===== src/rtl/sublv_pkg.sv =====
// Shared types and constants for the bit-level UART.
// Used by sublv_tx, sublv_rx and serial_uart_bit_level; depends on nothing.
package sublv_pkg;

    localparam logic [2:0] CMD_TICK  = 3'd0;
    localparam logic [2:0] CMD_WCTRL = 3'd1;
    localparam logic [2:0] CMD_WDATA = 3'd2;
    localparam logic [2:0] CMD_RSTAT = 3'd3;
    localparam logic [2:0] CMD_RDATA = 3'd4;

    localparam logic [4:0] RX_START_COUNT = 5'd10;
    localparam logic [4:0] RX_BREAK_COUNT = 5'd11;
    localparam logic [4:0] RX_COUNT_MAX   = 5'd31;
    localparam logic [3:0] TX_FRAME_COUNT = 4'd10;

    localparam logic [4:0] BREAK_THRESHOLD_RESET = 5'd24;

    localparam logic [0:0] REG_BREAK_THRESHOLD = 1'b0;

    typedef struct packed {
        logic       tick;
        logic       wctrl;
        logic       wdata;
        logic       rdata;
        logic [7:0] data;
        logic       line;
    } t_cmd;

    typedef struct packed {
        logic pend_valid;
        logic empty;
        logic level;
        logic int_en;
    } t_tx_stat;

    typedef struct packed {
        logic       full;
        logic [7:0] rx_byte;
        logic [3:0] err;
        logic       par;
        logic       int_en;
    } t_rx_stat;

endpackage


===== src/rtl/sublv_tx.sv =====
// Transmitter state of the bit-level UART: pending byte, shifter and settings.
// Depends on sublv_pkg.
module sublv_tx (
    input  logic                i_clk,
    input  logic                i_rst_n,
    input  sublv_pkg::t_cmd     i_cmd,
    output sublv_pkg::t_tx_stat o_stat,
    output sublv_pkg::t_tx_stat o_next
);

    logic       r_pend_valid, n_pend_valid;
    logic [7:0] r_pend_byte, n_pend_byte;
    logic [7:0] r_shift, n_shift;
    logic [3:0] r_count, n_count;
    logic       r_par, n_par;
    logic       r_level, n_level;
    logic [3:0] r_set, n_set;

    always_comb begin
        n_pend_valid = r_pend_valid;
        n_pend_byte  = r_pend_byte;
        n_shift      = r_shift;
        n_count      = r_count;
        n_par        = r_par;
        n_level      = r_level;
        n_set        = r_set;
        if (i_cmd.wctrl) begin
            n_set = {i_cmd.data[7], i_cmd.data[4], i_cmd.data[0], i_cmd.data[1]};
        end
        if (i_cmd.wdata) begin
            n_pend_byte  = i_cmd.data;
            n_pend_valid = 1'b1;
        end
        if (i_cmd.tick) begin
            case (r_count)
                4'd2: begin
                    n_level = r_set[2] ? r_par : r_set[1];
                    n_count = 4'd1;
                end
                4'd1: begin
                    n_level = 1'b1;
                    n_count = 4'd0;
                end
                4'd0: begin
                    if (r_set[0]) begin
                        n_level = 1'b0;
                    end else if (r_pend_valid) begin
                        n_level      = 1'b0;
                        n_shift      = r_pend_byte;
                        n_pend_valid = 1'b0;
                        n_count      = sublv_pkg::TX_FRAME_COUNT;
                        n_par        = 1'b0;
                    end
                end
                default: begin
                    n_level = r_shift[0];
                    n_par   = r_par ^ r_shift[0];
                    n_shift = {1'b0, r_shift[7:1]};
                    n_count = r_count - 4'd1;
                end
            endcase
        end
    end

    always_ff @(posedge i_clk) begin
        if (!i_rst_n) begin
            r_pend_valid <= 1'b0;
            r_pend_byte  <= 8'd0;
            r_shift      <= 8'd0;
            r_count      <= 4'd0;
            r_par        <= 1'b0;
            r_level      <= 1'b1;
            r_set        <= 4'd0;
        end else begin
            r_pend_valid <= n_pend_valid;
            r_pend_byte  <= n_pend_byte;
            r_shift      <= n_shift;
            r_count      <= n_count;
            r_par        <= n_par;
            r_level      <= n_level;
            r_set        <= n_set;
        end
    end

    assign o_stat = '{pend_valid: r_pend_valid, empty: (r_count == 4'd0),
                      level: r_level, int_en: r_set[3]};
    assign o_next = '{pend_valid: n_pend_valid, empty: (n_count == 4'd0),
                      level: n_level, int_en: n_set[3]};

endmodule


===== src/rtl/sublv_rx.sv =====
// Receiver state of the bit-level UART: sampler, held byte and error flags.
// Depends on sublv_pkg.
module sublv_rx (
    input  logic                i_clk,
    input  logic                i_rst_n,
    input  sublv_pkg::t_cmd     i_cmd,
    input  logic [4:0]          i_break_threshold,
    output sublv_pkg::t_rx_stat o_stat,
    output sublv_pkg::t_rx_stat o_next
);

    logic       r_full, n_full;
    logic [7:0] r_byte, n_byte;
    logic [8:0] r_shift, n_shift;
    logic [4:0] r_count, n_count;
    logic       r_par, n_par;
    logic [3:0] r_err, n_err;
    logic       r_int_en, n_int_en;

    always_comb begin
        n_full   = r_full;
        n_byte   = r_byte;
        n_shift  = r_shift;
        n_count  = r_count;
        n_par    = r_par;
        n_err    = r_err;
        n_int_en = r_int_en;
        if (i_cmd.wctrl) begin
            n_int_en = i_cmd.data[6];
            if (i_cmd.data[3]) begin
                n_err = 4'd0;
            end
        end
        if (i_cmd.rdata) begin
            n_full = 1'b0;
        end
        if (i_cmd.tick) begin
            if (r_count inside {[5'd3:5'd10]}) begin
                n_shift = {1'b0, r_shift[8] | i_cmd.line, r_shift[7:1]};
                n_par   = r_par ^ i_cmd.line;
                n_count = r_count - 5'd1;
            end else if (r_count == 5'd2) begin
                if (r_par != i_cmd.line) begin
                    n_err[3] = 1'b1;
                end
                n_count = 5'd1;
            end else if (r_count == 5'd1) begin
                if (i_cmd.line) begin
                    if (r_full) begin
                        n_err[2] = 1'b1;
                    end
                    n_byte  = r_shift[7:0];
                    n_full  = 1'b1;
                    n_count = 5'd0;
                end else begin
                    n_err[1] = 1'b1;
                    n_count  = sublv_pkg::RX_BREAK_COUNT;
                end
            end else if (r_count == 5'd0) begin
                if (!i_cmd.line) begin
                    n_count = sublv_pkg::RX_START_COUNT;
                    n_par   = 1'b0;
                    n_shift = 9'd0;
                end
            end else begin
                if (!i_cmd.line) begin
                    if (r_count >= i_break_threshold) begin
                        n_err[0] = 1'b1;
                    end
                    if (r_count < sublv_pkg::RX_COUNT_MAX) begin
                        n_count = r_count + 5'd1;
                    end
                end else begin
                    n_count = 5'd0;
                end
            end
        end
    end

    always_ff @(posedge i_clk) begin
        if (!i_rst_n) begin
            r_full   <= 1'b0;
            r_byte   <= 8'd0;
            r_shift  <= 9'd0;
            r_count  <= 5'd0;
            r_par    <= 1'b0;
            r_err    <= 4'd0;
            r_int_en <= 1'b0;
        end else begin
            r_full   <= n_full;
            r_byte   <= n_byte;
            r_shift  <= n_shift;
            r_count  <= n_count;
            r_par    <= n_par;
            r_err    <= n_err;
            r_int_en <= n_int_en;
        end
    end

    assign o_stat = '{full: r_full, rx_byte: r_byte, err: r_err, par: r_par,
                      int_en: r_int_en};
    assign o_next = '{full: n_full, rx_byte: n_byte, err: n_err, par: n_par,
                      int_en: n_int_en};

endmodule


===== src/rtl/serial_uart_bit_level.sv =====
// Top level of the bit-level UART: input register, command decode, result register, APB port.
// Depends on sublv_pkg, sublv_tx and sublv_rx.
//
//   Channel   Direction  Handshake                  Payload
//   in        to block   i_in_valid / o_in_ready    i_command, i_data_byte, i_line_level
//   out       from block o_out_valid / i_out_ready  o_read_value, o_tx_line, o_irq
//   cfg       to block   psel, penable, pready      paddr, pwdata, pwrite, prdata
//
// An item is held in the input register and is then processed into the
// result register once that register is free or its result is being taken.
// One item is taken every cycle while results are taken; the input register and
// the result register together hold two items when the output stalls.
// Reset is synchronous and active low and resets valid flags, threshold and tx/rx state.
module serial_uart_bit_level (
    input  logic        i_clk,
    input  logic        i_rst_n,
    input  logic        i_in_valid,
    output logic        o_in_ready,
    input  logic [2:0]  i_command,
    input  logic [7:0]  i_data_byte,
    input  logic        i_line_level,
    output logic        o_out_valid,
    input  logic        i_out_ready,
    output logic [7:0]  o_read_value,
    output logic        o_tx_line,
    output logic        o_irq,
    input  logic        psel,
    input  logic        penable,
    input  logic        pwrite,
    input  logic [2:0]  paddr,
    input  logic [31:0] pwdata,
    output logic [31:0] prdata,
    output logic        pready
);

    logic                r_in_valid;
    logic [2:0]          r_command;
    logic [7:0]          r_data_byte;
    logic                r_line_level;
    logic                r_out_valid;
    logic [7:0]          r_read_value;
    logic                r_tx_line;
    logic                r_irq;
    logic [4:0]          r_break_threshold;
    logic                advance;
    logic                cfg_write;
    logic [7:0]          n_read_value;
    sublv_pkg::t_cmd     cmd;
    sublv_pkg::t_tx_stat tx_stat, tx_next;
    sublv_pkg::t_rx_stat rx_stat, rx_next;

    assign advance    = r_in_valid && (!r_out_valid || i_out_ready);
    assign o_in_ready = !r_in_valid || advance;
    assign pready     = 1'b1;
    assign cfg_write  = psel && penable && pwrite && pready;

    assign cmd.tick  = advance && (r_command == sublv_pkg::CMD_TICK);
    assign cmd.wctrl = advance && (r_command == sublv_pkg::CMD_WCTRL);
    assign cmd.wdata = advance && (r_command == sublv_pkg::CMD_WDATA);
    assign cmd.rdata = advance && (r_command == sublv_pkg::CMD_RDATA);
    assign cmd.data  = r_data_byte;
    assign cmd.line  = r_line_level;

    sublv_tx u_tx (
        .i_clk   (i_clk),
        .i_rst_n (i_rst_n),
        .i_cmd   (cmd),
        .o_stat  (tx_stat),
        .o_next  (tx_next)
    );

    sublv_rx u_rx (
        .i_clk             (i_clk),
        .i_rst_n           (i_rst_n),
        .i_cmd             (cmd),
        .i_break_threshold (r_break_threshold),
        .o_stat            (rx_stat),
        .o_next            (rx_next)
    );

    always_comb begin
        case (r_command)
            sublv_pkg::CMD_RSTAT: begin
                n_read_value = {!tx_stat.pend_valid, rx_stat.full, tx_stat.empty,
                                rx_stat.err, rx_stat.par};
            end
            sublv_pkg::CMD_RDATA: begin
                n_read_value = rx_stat.full ? rx_stat.rx_byte : 8'd0;
            end
            default: begin
                n_read_value = 8'd0;
            end
        endcase
    end

    always_ff @(posedge i_clk) begin
        if (!i_rst_n) begin
            r_in_valid        <= 1'b0;
            r_out_valid       <= 1'b0;
            r_break_threshold <= sublv_pkg::BREAK_THRESHOLD_RESET;
        end else begin
            if (o_in_ready) begin
                r_in_valid <= i_in_valid;
            end
            if (advance) begin
                r_out_valid <= 1'b1;
            end else if (i_out_ready) begin
                r_out_valid <= 1'b0;
            end
            if (cfg_write && (paddr[2] == sublv_pkg::REG_BREAK_THRESHOLD)) begin
                r_break_threshold <= pwdata[4:0];
            end
        end
    end

    always_ff @(posedge i_clk) begin
        if (i_in_valid && o_in_ready) begin
            r_command    <= i_command;
            r_data_byte  <= i_data_byte;
            r_line_level <= i_line_level;
        end
        if (advance) begin
            r_read_value <= n_read_value;
            r_tx_line    <= tx_next.level;
            r_irq        <= (!tx_next.pend_valid && tx_next.int_en) ||
                            (rx_next.full && rx_next.int_en);
        end
    end

    assign prdata = (paddr[2] == sublv_pkg::REG_BREAK_THRESHOLD) ?
                    {27'd0, r_break_threshold} : 32'd0;

    assign o_out_valid  = r_out_valid;
    assign o_read_value = r_read_value;
    assign o_tx_line    = r_tx_line;
    assign o_irq        = r_irq;

`ifndef SYNTHESIS
    a_advance_gives_result: assert property (@(posedge i_clk) disable iff (!i_rst_n)
        advance |=> o_out_valid)
        else $error("processed item did not reach the result register");

    a_stall_only_when_full: assert property (@(posedge i_clk) disable iff (!i_rst_n)
        !o_in_ready |-> (r_in_valid && r_out_valid && !i_out_ready))
        else $error("input held off while a stage was free");

    a_read_value_zero: assert property (@(posedge i_clk) disable iff (!i_rst_n)
        (advance && r_command != sublv_pkg::CMD_RSTAT &&
         r_command != sublv_pkg::CMD_RDATA) |=> (o_read_value == 8'd0))
        else $error("nonzero read value for a non-read item");

    a_rx_full_read: assert property (@(posedge i_clk) disable iff (!i_rst_n)
        cmd.rdata && !cmd.tick |=> !rx_stat.full)
        else $error("received byte still held after a data read");
`endif

endmodule


===== config.mk =====
export PLATFORM = sky130hd
export DESIGN_NAME = serial_uart_bit_level
export DESIGN_NICKNAME = d
export VERILOG_FILES = /design/src/rtl/sublv_pkg.sv /design/src/rtl/sublv_tx.sv /design/src/rtl/sublv_rx.sv /design/src/rtl/serial_uart_bit_level.sv
export SDC_FILE = /design/constraint.sdc
export NUM_CORES = 1
export LEC_CHECK = 0
export ABC_AREA = 1
export ABC_CLOCK_PERIOD_IN_PS = 2100
export BUFFER_PORTS_ARGS = -buffer_cell sky130_fd_sc_hd__buf_2
export CAP_MARGIN = 20
export CORE_MARGIN = 2
export CORE_UTILIZATION = 40
export DETAILED_ROUTE_END_ITERATION = 10
export RECOVER_POWER = 25
export SLEW_MARGIN = 20
export SYNTH_ARGS = -nofsm -noshare
export SYNTH_HDL_FRONTEND = slang
export SYNTH_SLANG_ARGS = --single-unit

===== constraint.sdc =====
create_clock -name i_clk -period 2.1 [get_ports i_clk]
set_input_delay 0.315 -clock i_clk [delete_from_list [all_inputs] [get_ports i_clk]]
set_output_delay 0.315 -clock i_clk [all_outputs]
set_load 0.005 [all_outputs]

==> qor_table.md, run 1 <==
| Stage | Result | Value |
|---|---|---|
| cells and area | NumNets Final | 641 |
| floorplan | Number of top-level design ports | 99 |
| clock network | H-Tree Level Count | 3 |
| global route | Number of global-route vias before repair | 3188 |
| global route | Maximum number of pins on one net before global-route repair | 39 |
| cells and area | Filler-free cell count of the finished design | 716 |
| placed design | Cell total after placement | 700 |
| clock network | Post-CTS setup buffers | 0 |
| sta | Final period util | 91.33% |
| pwr | Combinational cell fraction of total power | 6.3% |
| detailed routing | First drt pass iteration count | 4 |
| cells and area | Share of post-route cells with drive strength above 1 | 15.00% |
| floorplan | Height of the die | 106.0 um |
| global route | Total global-route track usage | 16.11% |
| floorplan | Die outline area | 11240 um^2 |
| placed design | Port buffer count | 41 |
| yosys | Number of library cell types mapped by synthesis | 39 |
| sta | Setup repair after global routing missed its margin | no |
| critical path | Critical Path Start Type | register |
| clock network | Clock latency of the later-clocked register in the worst-skew pair | 0.35 ns |
| sta | Final critical-path required period | 1.918 ns |
| sta | Total Negative Setup Slacks | 0 ns |
| yosys | Sequential area share after synthesis | 45.69% |
| sta | Max Slew Vio Count | 0 |
| floorplan | Die Wd | 106.0 um |
| global route | Overall overflow remaining after global route | 0 |
| detailed routing | Avg WL per Cell | 11.60 um |
| yosys | Number of flip-flops and latches in the synthesized netlist | 84 |
| floorplan | Effective utilization at floorplan | 40.69% |
| detailed routing | Vias post-DR | 3375 |
| clock network | Root buffer selected by CTS | sky130_fd_sc_hd__clkbuf_8 |
| critical path | Worst setup path start | u_tx.r_count[0]$_SDFFE_PN0P_ |
| min path | Number of cells on the worst hold path | 1 |
| critical path | Cell Chain, Critical Path | inv_1 > ha_1 > o21ai_0 > inv_1 > nor2_4 > inv_1 > o21ai_1 > a21oi_1 |
| critical path | Arrival time reported for the critical path endpoint | 2.15 ns |
| sta | Hold_ws | 0.1311 ns |
| sta | Post-route clock skew | 0.007942 ns |
| pwr | Maximum vdd drop | 0.4640 mV |
| pwr | Sequential cell fraction of total power | 53.4% |
| critical path | Capturing point of the worst reg2reg path | u_tx.r_shift[5]$_SDFFE_PN0P_ |
| global route | Number of antenna violations at the first check in global routing | 0 |
| clock network | Number of hold buffers added after cts | 0 |
| critical path | Worst setup path class | register to register |
| pwr | Internal power contribution | 2.494 mW |
| pwr | Switching fraction of total power | 22.28% |
| clock network | CTS Sinks | 84 |
| critical path | Reg-to-reg critical path startpoint | u_tx.r_count[0]$_SDFFE_PN0P_ |
| detailed routing | First DRT Iteration DRCs | 113 |
| critical path | Most numerous cell on the critical path | sky130_fd_sc_hd__inv_1 |
| pwr | Total power density per cell area | 683.0 nW/um^2 |
| detailed routing | Antenna violation net count after detailed routing | 0 |
| yosys | Synth top area share | 29.82% |
| outcome | Run status | complete, no violations |
| sta | Setup violations, final | 0 |
| critical path | Worst setup endpoint | u_tx.r_shift[5]$_SDFFE_PN0P_ |
| yosys | Ranking of synthesized cells by area | sky130_fd_sc_hd__dfxtp_1 (30%), sky130_fd_sc_hd__edfxtp_1 (16%), sky130_fd_sc_hd__nand2_1 (8.3%) |
| yosys | Area of the mapped netlist | 4163 um^2 |
| flow run | # Max-Cap Violations | 0 |
| sta | Relative slew slack | 62.15% |
| sta | Final-report hold violation count | 0 |
| yosys | Cell type with the highest aggregate area in the netlist | sky130_fd_sc_hd__dfxtp_1 |
| critical path | Data required, critical path | 2.34 ns |
| critical path | Critical path capture point type | register |
| critical path | Minimum setup slack among reg-to-reg paths | 0.18 ns |
| critical path | Worst-path cell with the longest stage delay | sky130_fd_sc_hd__dfxtp_1 |
| floorplan | Area inside the core boundary | 10230 um^2 |
| pwr | Share of power burned in the clock network | 40.4% |
| critical path | Number of cell instances on the worst register-to-register path | 8 |
| clock network | Clock tree from TritonCTS | done |
| cells and area | Area added between synthesis and finish | 12.86% |
| sta | Maximum clock frequency | 521.4 MHz |
| clock network | Total clock buffers created by CTS | 9 |
| sta | Transition time at the pin with the least slew margin | 0.5678 ns |
| detailed routing | Post-detailed-route DRC marker count | 0 |
| yosys | Cell count after synthesis | 521 |
| clock network | Clock Tree Buf Depth | 2 |
| pwr | Pleak | 2.139 nW |
| floorplan | Total number of placement rows | 37 |
| min path | Min-delay worst type | input port to register |
| critical path | Maximum cell stage delay along the critical path | 0.36 ns |
| cells and area | Final antenna diode count | 0 |
| clock network | Clock transition at the registers of the reported paths | 0.08 ns |
| pwr | Sw Pwr | 0.7148 mW |
| placed design | Detailed Place HPWL | 6073 um |
| yosys | Syn avg cell area | 7.990 um^2 |
| detailed routing | Via count normalized by instance count | 4.714 |
| detailed routing | Wire length after detailed routing | 8305 um |
| yosys | Number of warnings reported in the yosys synthesis log | 0 |
| critical path | Critical path peak fanout | 14 |
| placed design | Routability congestion estimate from global placement | 0.8743 |
| global route | Global-route wire length before repair | 14520 um |
| pwr | Total Power Consumption | 3.209 mW |
==> metrics by stage <==
step / util [%] / setup slack, ns / cell area, um^2
final: 45.92 / 0.1821 / 4698
after global routing: 45.92 / 0.0006923 / 4698
after CTS: 46.02 / 0.2016 / 4708
after detailed placement: 43.73 / 0.2193 / 4474
after global placement: 43.73 / 0.2474 / 4474
after floorplan: - / 0.4696 / 4260
==> flip-flops by register name, summed over array words and instances, names as in the netlist, 5 cells and up <==
signal	count
u_rx.r_count	5
u_rx.r_byte	8
r_data_byte	8
u_tx.r_shift	8
o_read_value	8
u_rx.r_shift	8
r_break_threshold	5
u_tx.r_pend_byte	8
==> per-layer routing <==
metal  part of all wire [%]  global-route usage, %
met5                      0                      0
met4                    1.7                  7.049
met3                    3.0                  2.391
met2                     48                  27.33
met1                     47                  20.39
==> critical path, delay by kind of cell (launching register included) <==
kind	cells	cell delay, ns
adder cells (fa/ha/maj)	1	0.22
AND/OR/NAND/NOR	1	0.29
buffers and inverters	3	0.41
flip-flops	1	0.36
AO/OA/AOI/OAI	3	0.52
==> timing repair <==
| action | 4_1_cts | 5_1_grt |
|---|---|---|
| resized for setup | 0 | 1 |
| endpoints found under the setup margin | 0 | 6 |
| hold endpoints to repair | 0 | 0 |
==> cell usage after synthesis <==
| cell type | number |
|---|---|
| sky130_fd_sc_hd__nand2_1 | 92 |
| sky130_fd_sc_hd__nor2_1 | 67 |
| sky130_fd_sc_hd__dfxtp_1 | 62 |
| sky130_fd_sc_hd__inv_1 | 62 |
| sky130_fd_sc_hd__o21ai_0 | 36 |
| sky130_fd_sc_hd__a21oi_1 | 35 |
| sky130_fd_sc_hd__nand3_1 | 32 |
| sky130_fd_sc_hd__buf_4 | 28 |
| sky130_fd_sc_hd__edfxtp_1 | 22 |
| sky130_fd_sc_hd__ha_1 | 12 |
| sky130_fd_sc_hd__nand4_1 | 7 |
| sky130_fd_sc_hd__o32ai_1 | 7 |
| sky130_fd_sc_hd__clkbuf_1 | 6 |
| sky130_fd_sc_hd__nand2_2 | 5 |
| sky130_fd_sc_hd__nor3_1 | 5 |
| sky130_fd_sc_hd__nor2_4 | 4 |
| sky130_fd_sc_hd__o211a_1 | 4 |
| sky130_fd_sc_hd__xor2_1 | 4 |
| sky130_fd_sc_hd__buf_2 | 3 |
| sky130_fd_sc_hd__buf_6 | 3 |
| sky130_fd_sc_hd__conb_1 | 2 |
| sky130_fd_sc_hd__inv_2 | 2 |
| sky130_fd_sc_hd__nand3_2 | 2 |
| sky130_fd_sc_hd__nor2_2 | 2 |
| sky130_fd_sc_hd__o211ai_1 | 2 |
| sky130_fd_sc_hd__o21ai_1 | 2 |
| sky130_fd_sc_hd__a31oi_1 | 1 |
| sky130_fd_sc_hd__and3_1 | 1 |
| sky130_fd_sc_hd__clkinv_1 | 1 |
| sky130_fd_sc_hd__inv_4 | 1 |
| sky130_fd_sc_hd__mux2i_1 | 1 |
| sky130_fd_sc_hd__nand2_4 | 1 |
| sky130_fd_sc_hd__nand3_4 | 1 |
| sky130_fd_sc_hd__nand3b_1 | 1 |
| sky130_fd_sc_hd__nand4_4 | 1 |
| sky130_fd_sc_hd__nor2_8 | 1 |
| sky130_fd_sc_hd__o21bai_1 | 1 |
| sky130_fd_sc_hd__o22ai_1 | 1 |
| sky130_fd_sc_hd__or2_0 | 1 |
==> final cells by class <==
cell class                      instances  area, um^2
Fill cell                            1059        5533
Timing Repair Buffer                   57       317.8
Clock buffer                           14       195.2
Multi-Input combinational cell        357        1824
Inverter                               66       250.2
Clock inverter                          2       38.79
Sequential cell                        84        1902
Tap cell                              136       170.2
==> power groups by stage <==
stage / Combinational (mW) / Clock (mW) / Sequential [mW]
final: 0.201 / 1.30 / 1.71
after floorplan: 0.168 / 0 / 1.75
after detailed placement: 0.203 / 0 / 1.75
after global placement: 0.200 / 0 / 1.75
after CTS: 0.203 / 1.34 / 1.71
after global routing: 0.233 / 1.39 / 1.72
==> worst min path at each step <==
| stage | slack (ns) | startpoint | end |
|---|---|---|---|
| after floorplan | 0.41 | i_command[0] | r_command[0]$_DFFE_PP_ |
| after global placement | 0.44 | u_tx.r_shift[5]$_SDFFE_PN0P_ | u_tx.r_shift[5]$_SDFFE_PN0P_ |
| after detailed placement | 0.44 | u_tx.r_set[1]$_SDFFE_PN0N_ | u_tx.r_set[1]$_SDFFE_PN0N_ |
| after CTS | 0.11 | i_data_byte[5] | r_data_byte[5]$_DFFE_PP_ |
| after global routing | 0.11 | i_command[2] | r_command[2]$_DFFE_PP_ |
| final | 0.13 | i_data_byte[5] | r_data_byte[5]$_DFFE_PP_ |
==> cell families after synthesis <==
family / after synthesis / share of synthesized area, %
compound gates: 89 / 12.05
xor+xnor: 4 / 0.8415
fa+ha+maj: 12 / 3.607
buf+inv: 106 / 12.77
flops: 84 / 45.69
mux: 1 / 0.2405
other cells: 2 / 0.1804
simple gates: 223 / 24.62
==> cells in the final DEF, fill, tap and decap left out, types with 22 or more instances in the layout <==
| master | n |
|---|---|
| sky130_fd_sc_hd__edfxtp_1 | 22 |
| sky130_fd_sc_hd__buf_2 | 38 |
| sky130_fd_sc_hd__dfxtp_1 | 62 |
| sky130_fd_sc_hd__nand2_1 | 93 |
| sky130_fd_sc_hd__o21ai_0 | 36 |
| sky130_fd_sc_hd__inv_1 | 61 |
| sky130_fd_sc_hd__nand3_1 | 32 |
| sky130_fd_sc_hd__conb_1 | 28 |
| sky130_fd_sc_hd__nor2_1 | 67 |
| sky130_fd_sc_hd__a21oi_1 | 35 |
No activity file was read; power rests on OpenSTA's default activity.
==> run 2, diff against run 1 <==
--- a/config.mk
+++ b/config.mk
@@ -12,4 +12,6 @@
 export CORE_MARGIN = 2
-export CORE_UTILIZATION = 40
+export CORE_UTILIZATION = 54
+export CTS_CLUSTER_DIAMETER = 50
 export DETAILED_ROUTE_END_ITERATION = 10
+export PLACE_DENSITY = 0.8
 export RECOVER_POWER = 25
==> constraint.sdc (replaced) <==
create_clock -name i_clk -period 2.1 [get_ports i_clk]
set_input_delay 0.42 -clock i_clk [delete_from_list [all_inputs] [get_ports i_clk]]
set_output_delay 0.42 -clock i_clk [all_outputs]
set_load 0.005 [all_outputs]
==> qor_table.md, run 2 (synthesized netlist as in run 1, its figures left out) <==
| Stage | Result | Value |
|---|---|---|
| pwr | Total power density per cell area | 666.2 nW/um^2 |
| sta | Transition time at the pin with the least slew margin | 0.7335 ns |
| clock network | Post-CTS setup buffers | 0 |
| cells and area | Multi-input combinational cell area | 1824 um^2 |
| cells and area | Commonest non-fill, non-tap cell in the layout | sky130_fd_sc_hd__nand2_1 |
| clock network | Clock latency of the later-clocked register in the worst-skew pair | 0.35 ns |
| pwr | Maximum vdd drop | 0.5518 mV |
| detailed routing | Vias post-DR | 3401 |
| cells and area | Filler cells | 670 |
| clock network | Total clock buffers created by CTS | 9 |
| floorplan | Total number of placement rows | 32 |
| critical path | Cell Chain, Critical Path | inv_1 > ha_1 > inv_1 > nor2_1 > nand3_1 > nor2_1 > nand3_1 > nand3_1 > a21oi_1 |
| floorplan | Height of the die | 91.80 um |
| global route | Global-route wire length before repair | 13400 um |
| detailed routing | First drt pass iteration count | 4 |
| sta | Maximum clock frequency | 528.3 MHz |
| pwr | Pleak | 2.109 nW |
| sta | Final critical-path required period | 1.893 ns |
| critical path | Bufs and invs on worst path | 2 |
| sta | Max Slew Vio Count | 0 |
| sta | Setup repair after global routing missed its margin | no |
| min path | Min-delay worst type | input port to register |
| critical path | Critical path capture point type | register |
| cells and area | NumNets Final | 639 |
| placed design | Detailed Place HPWL | 5813 um |
| outcome | Run status | complete, no violations |
| floorplan | Number of top-level design ports | 99 |
| global route | Number of antenna violations at the first check in global routing | 0 |
| global route | Overall overflow remaining after global route | 0 |
| sta | Hold_ws | 0.2355 ns |
| sta | Relative slew slack | 51.10% |
| clock network | Clock transition at the registers of the reported paths | 0.09 ns |
| detailed routing | First DRT Iteration DRCs | 162 |
| critical path | Maximum cell stage delay along the critical path | 0.37 ns |
| cells and area | Share of post-route cells with drive strength above 1 | 14.90% |
| detailed routing | Antenna violation net count after detailed routing | 0 |
| flow run | # Max-Cap Violations | 0 |
| clock network | CTS Sinks | 84 |
| cells and area | Leading cell types in the layout, fill and taps excluded | sky130_fd_sc_hd__nand2_1 (93), sky130_fd_sc_hd__nor2_1 (67), sky130_fd_sc_hd__inv_1 (62), sky130_fd_sc_hd__dfxtp_1 (62), sky130_fd_sc_hd__buf_2 (40) |
| placed design | Port buffer count | 41 |
| cells and area | Reg area | 1902 um^2 |
| cells and area | Final antenna diode count | 0 |
| floorplan | Area inside the core boundary | 7607 um^2 |
| detailed routing | Wire length after detailed routing | 8061 um |
| floorplan | Die Wd | 91.80 um |
| detailed routing | Avg WL per Cell | 11.87 um |
| cells and area | Area added between synthesis and finish | 10.49% |
| detailed routing | Via count normalized by instance count | 5.009 |
| critical path | Worst setup path class | register to register |
| global route | Maximum number of pins on one net before global-route repair | 39 |
| placed design | Routability congestion estimate from global placement | 0.8696 |
| sta | Final-report hold violation count | 0 |
| clock network | Clock tree from TritonCTS | done |
| global route | Total global-route track usage | 19.69% |
| critical path | Critical Path Start Type | register |
| critical path | Data required, critical path | 2.32 ns |
| sta | Total Negative Setup Slacks | 0 ns |
| floorplan | Effective utilization at floorplan | 54.72% |
| clock network | Count of cells resized by post-cts repair | 0 |
| critical path | Critical path peak fanout | 9 |
| critical path | Most numerous cell on the critical path | sky130_fd_sc_hd__nand3_1 |
| clock network | Clock Tree Buf Depth | 2 |
| critical path | Dominant delay contributor by cell family on the critical path | simple AND/OR/NAND/NOR gates |
| clock network | Number of hold buffers added after cts | 0 |
| sta | Final period util | 90.14% |
| sta | Setup violations, final | 0 |
| clock network | H-Tree Level Count | 3 |
| sta | Post-route clock skew | 0.01057 ns |
| global route | Number of global-route vias before repair | 3123 |
| critical path | Arrival time reported for the critical path endpoint | 2.11 ns |
| critical path | Worst-path cell with the longest stage delay | sky130_fd_sc_hd__dfxtp_1 |
| detailed routing | Post-detailed-route DRC marker count | 0 |
| floorplan | Die outline area | 8427 um^2 |
| clock network | Root buffer selected by CTS | sky130_fd_sc_hd__clkbuf_8 |
## run 2: cell types whose count changed in the layout (fill, tap and decap cells not counted), sizes merged
cell | previous run | this run
clkbuf | 18 | 13
buf | 53 | 51
clkinvlp | 0 | 3
inv | 65 | 67
clkinv | 2 | 1
## run 2: area by class of cell
type / instances / area share, %
Clock inverter: 6 / 1.578
Sequential cell: 84 / 41.35
Multi-Input combinational cell: 357 / 39.66
Inverter: 66 / 5.441
Clock buffer: 9 / 2.693
Timing Repair Buffer: 55 / 6.502
Tap cell: 102 / 2.775
## run 2: worst register-to-register path, stage by stage, from the launching register on
cell and delay [ns]:
sky130_fd_sc_hd__dfxtp_1 0.37, sky130_fd_sc_hd__inv_1 0.19, sky130_fd_sc_hd__ha_1 0.23, sky130_fd_sc_hd__inv_1 0.05, sky130_fd_sc_hd__nor2_1 0.12, sky130_fd_sc_hd__nand3_1 0.15
sky130_fd_sc_hd__nor2_1 0.11, sky130_fd_sc_hd__nand3_1 0.27, sky130_fd_sc_hd__nand3_1 0.20, sky130_fd_sc_hd__a21oi_1 0.09
## run 2: metrics by stage
stage / setup slack (ns) / instances / area [um^2] / power, mW / utilization, %
2_1_floorplan: 0.4696 / 547 / 4260 / 1.914 / -
3_3_place_gp: 0.2767 / 664 / 4417 / 1.946 / 58.06
3_5_place_dp: 0.2573 / 664 / 4417 / 1.952 / 58.06
4_1_cts: 0.2357 / 679 / 4613 / 3.091 / 60.64
5_1_grt: 0.01872 / 679 / 4599 / 3.176 / 60.46
6_report: 0.2070 / 679 / 4599 / 3.064 / 60.46
## run 2: worst paths after layout
path	cells past startpoint	slack, ns	end	from
max reg2reg	9	0.21	u_rx.r_shift[3]$_SDFFE_PN0P_	u_rx.r_count[1]$_SDFFE_PN0P_
max	9	0.21	u_rx.r_shift[3]$_SDFFE_PN0P_	u_rx.r_count[1]$_SDFFE_PN0P_
min	1	0.24	r_command[2]$_DFFE_PP_	i_command[2]
min reg2reg	2	0.45	u_tx.r_shift[5]$_SDFFE_PN0P_	u_tx.r_shift[5]$_SDFFE_PN0P_
## run 2: where the power goes
group          internal [mW]  total, mW  leakage (nW)  switching, mW
Sequential              1.69       1.71         0.711         0.0179
Combinational         0.0690      0.202          1.31          0.133
Clock                  0.555       1.15        0.0899          0.596
## run 2: layer usage
| layer | vias to the layer above | global-route usage, % | wire length, um |
|---|---|---|---|
| met5 | - | 0 | 0 |
| met2 | 83 | 33.76 | 3990 |
| met4 | 0 | 9.328 | 151 |
| li1 | 1749 | - | - |
| met1 | 1555 | 24.43 | 3639 |
| met3 | 14 | 2.876 | 279 |
==> run 3, diff against run 2 <==
Settings changed: BUFFER_PORTS_ARGS -buffer_cell sky130_fd_sc_hd__buf_2 to -buffer_cell sky130_fd_sc_hd__buf_4.
==> qor_table.md, run 3 (synthesized netlist as in run 1, its figures left out) <==
| Stage | Result | Value |
|---|---|---|
| placed design | Post-placement cell area | 4489 um^2 |
| critical path | Cell Chain, Critical Path | inv_1 > ha_1 > inv_1 > nor2_4 > inv_1 > nand2_1 > inv_1 > nand2_1 > o21ai_0 > nand2_1 > nand2_1 |
| floorplan | Number of top-level design ports | 99 |
| cells and area | Filler cells | 660 |
| cells and area | Commonest non-fill, non-tap cell in the layout | sky130_fd_sc_hd__nand2_1 |
| global route | Maximum number of pins on one net before global-route repair | 24 |
| clock network | Clock transition at the registers of the reported paths | 0.09 ns |
| floorplan | Effective utilization at floorplan | 54.72% |
| sta | Final-report hold violation count | 0 |
| flow run | # Max-Cap Violations | 0 |
| placed design | Detailed Place HPWL | 6036 um |
| pwr | Pleak | 2.137 nW |
| min path | Min-delay worst type | input port to register |
| sta | Final period util | 91.50% |
| cells and area | Area added between synthesis and finish | 12.62% |
| critical path | Data required, critical path | 2.19 ns |
| detailed routing | Post-detailed-route DRC marker count | 0 |
| global route | Total global-route track usage | 19.84% |
| clock network | Clock latency of the later-clocked register in the worst-skew pair | 0.35 ns |
| clock network | Root buffer selected by CTS | sky130_fd_sc_hd__clkbuf_8 |
| detailed routing | First DRT Iteration DRCs | 165 |
| floorplan | Height of the die | 91.80 um |
| floorplan | Total number of placement rows | 32 |
| clock network | Clock tree from TritonCTS | done |
| sta | Relative slew slack | 44.94% |
| critical path | Critical path peak fanout | 10 |
| critical path | Maximum cell stage delay along the critical path | 0.33 ns |
| critical path | Arrival time reported for the critical path endpoint | 2.01 ns |
| pwr | Total power density per cell area | 625.3 nW/um^2 |
| detailed routing | Antenna violation net count after detailed routing | 0 |
| placed design | Routability congestion estimate from global placement | 0.8717 |
| clock network | Total clock buffers created by CTS | 9 |
| sta | Post-route clock skew | 0.01104 ns |
| placed design | Port buffer count | 41 |
| floorplan | Die outline area | 8427 um^2 |
| sta | Setup violations, final | 0 |
| cells and area | NumNets Final | 641 |
| critical path | Worst setup path class | register to register |
| pwr | Maximum vdd drop | 0.5053 mV |
| detailed routing | Wire length after detailed routing | 8454 um |
| global route | Number of antenna violations at the first check in global routing | 0 |
| detailed routing | Avg WL per Cell | 12.40 um |
| clock network | Number of hold buffers added after cts | 0 |
| clock network | CTS Sinks | 84 |
| clock network | H-Tree Level Count | 3 |
| outcome | Run status | complete, no violations |
| sta | Transition time at the pin with the least slew margin | 0.8258 ns |
| detailed routing | Vias post-DR | 3495 |
| sta | Maximum clock frequency | 520.4 MHz |
| global route | Number of global-route vias before repair | 3130 |
| cells and area | Final Instance Area | 4688 um^2 |
| clock network | Clock Tree Buf Depth | 2 |
| critical path | Worst-path cell with the longest stage delay | sky130_fd_sc_hd__dfxtp_1 |
| detailed routing | Via count normalized by instance count | 5.125 |
| critical path | Dominant delay contributor by cell family on the critical path | simple AND/OR/NAND/NOR gates |
| sta | Total Negative Setup Slacks | 0 ns |
| critical path | Critical Path Start Type | register |
| critical path | Critical path capture point type | register |
| critical path | Bufs and invs on worst path | 4 |
| global route | Global-route wire length before repair | 13460 um |
| cells and area | Share of post-route cells with drive strength above 1 | 15.17% |
| cells and area | Final antenna diode count | 0 |
| cells and area | Final Util | 61.63% |
| global route | Overall overflow remaining after global route | 0 |
| sta | Setup repair after global routing missed its margin | no |
| cells and area | Leading cell types in the layout, fill and taps excluded | sky130_fd_sc_hd__nand2_1 (93), sky130_fd_sc_hd__nor2_1 (66), sky130_fd_sc_hd__inv_1 (62), sky130_fd_sc_hd__dfxtp_1 (62), sky130_fd_sc_hd__buf_4 (40) |
| sta | Max Slew Vio Count | 0 |
| floorplan | Area inside the core boundary | 7607 um^2 |
| detailed routing | First drt pass iteration count | 7 |
| floorplan | Die Wd | 91.80 um |
| sta | Final critical-path required period | 1.921 ns |
-- run 3: repair_timing --
item	in CTS	in global routing
hold endpoints to repair	0	0
setup endpoints to repair	0	11
setup buffers	0	6
gates resized for setup	0	2
-- run 3: worst paths after layout --
kind / from / end / slack (ns) / cells past startpoint
max reg2reg: u_tx.r_count[0]$_SDFFE_PN0P_ / o_tx_line$_DFFE_PP_ / 0.18 / 11
min reg2reg: u_tx.r_pend_byte[6]$_SDFFE_PN0P_ / u_tx.r_pend_byte[6]$_SDFFE_PN0P_ / 0.45 / 2
max: u_tx.r_count[0]$_SDFFE_PN0P_ / o_tx_line$_DFFE_PP_ / 0.18 / 11
min: i_data_byte[6] / r_data_byte[6]$_DFFE_PP_ / 0.26 / 1
-- run 3: layer usage --
layer  vias to the layer above  global-route usage (%)  routed length (um)
met5                         -                       0                   0
met4                         0                   10.20                 198
met3                        16                   3.122                 478
met2                       111                   34.25                4240
met1                      1616                   23.90                3536
li1                       1752                       -                   -
-- run 3: final cells by class --
class                      count  area (um^2)  share of cell area, %
tap                          102        127.6                  2.722
clock inverter                 6        38.79                 0.8273
clock buffer                  10        127.6                  2.722
sequential                    84         1902                  40.57
multi-input combinational    357         1832                  39.07
timing repair buffer          57        410.4                  8.754
inverter                      66        250.2                  5.338
-- run 3: stage by stage --
step                instances  worst slack, ns  total power, mW  hold slack, ns
global placement          660           0.1995            1.960          0.4334
detailed placement        660           0.1725            1.966          0.4452
finish                    682           0.1786            2.932          0.2602
CTS                       676           0.1523            2.957          0.2287
floorplan                 547           0.4696            1.914          0.4245
global route              682          0.02756            3.036          0.2538
-- run 3: report_power, final --
part	switching, mW	total [mW]	internal (mW)
combinational	0.132	0.213	0.0812
clock	0.576	1.00	0.428
sequential	0.0206	1.71	1.69
total	0.728	2.93	2.20
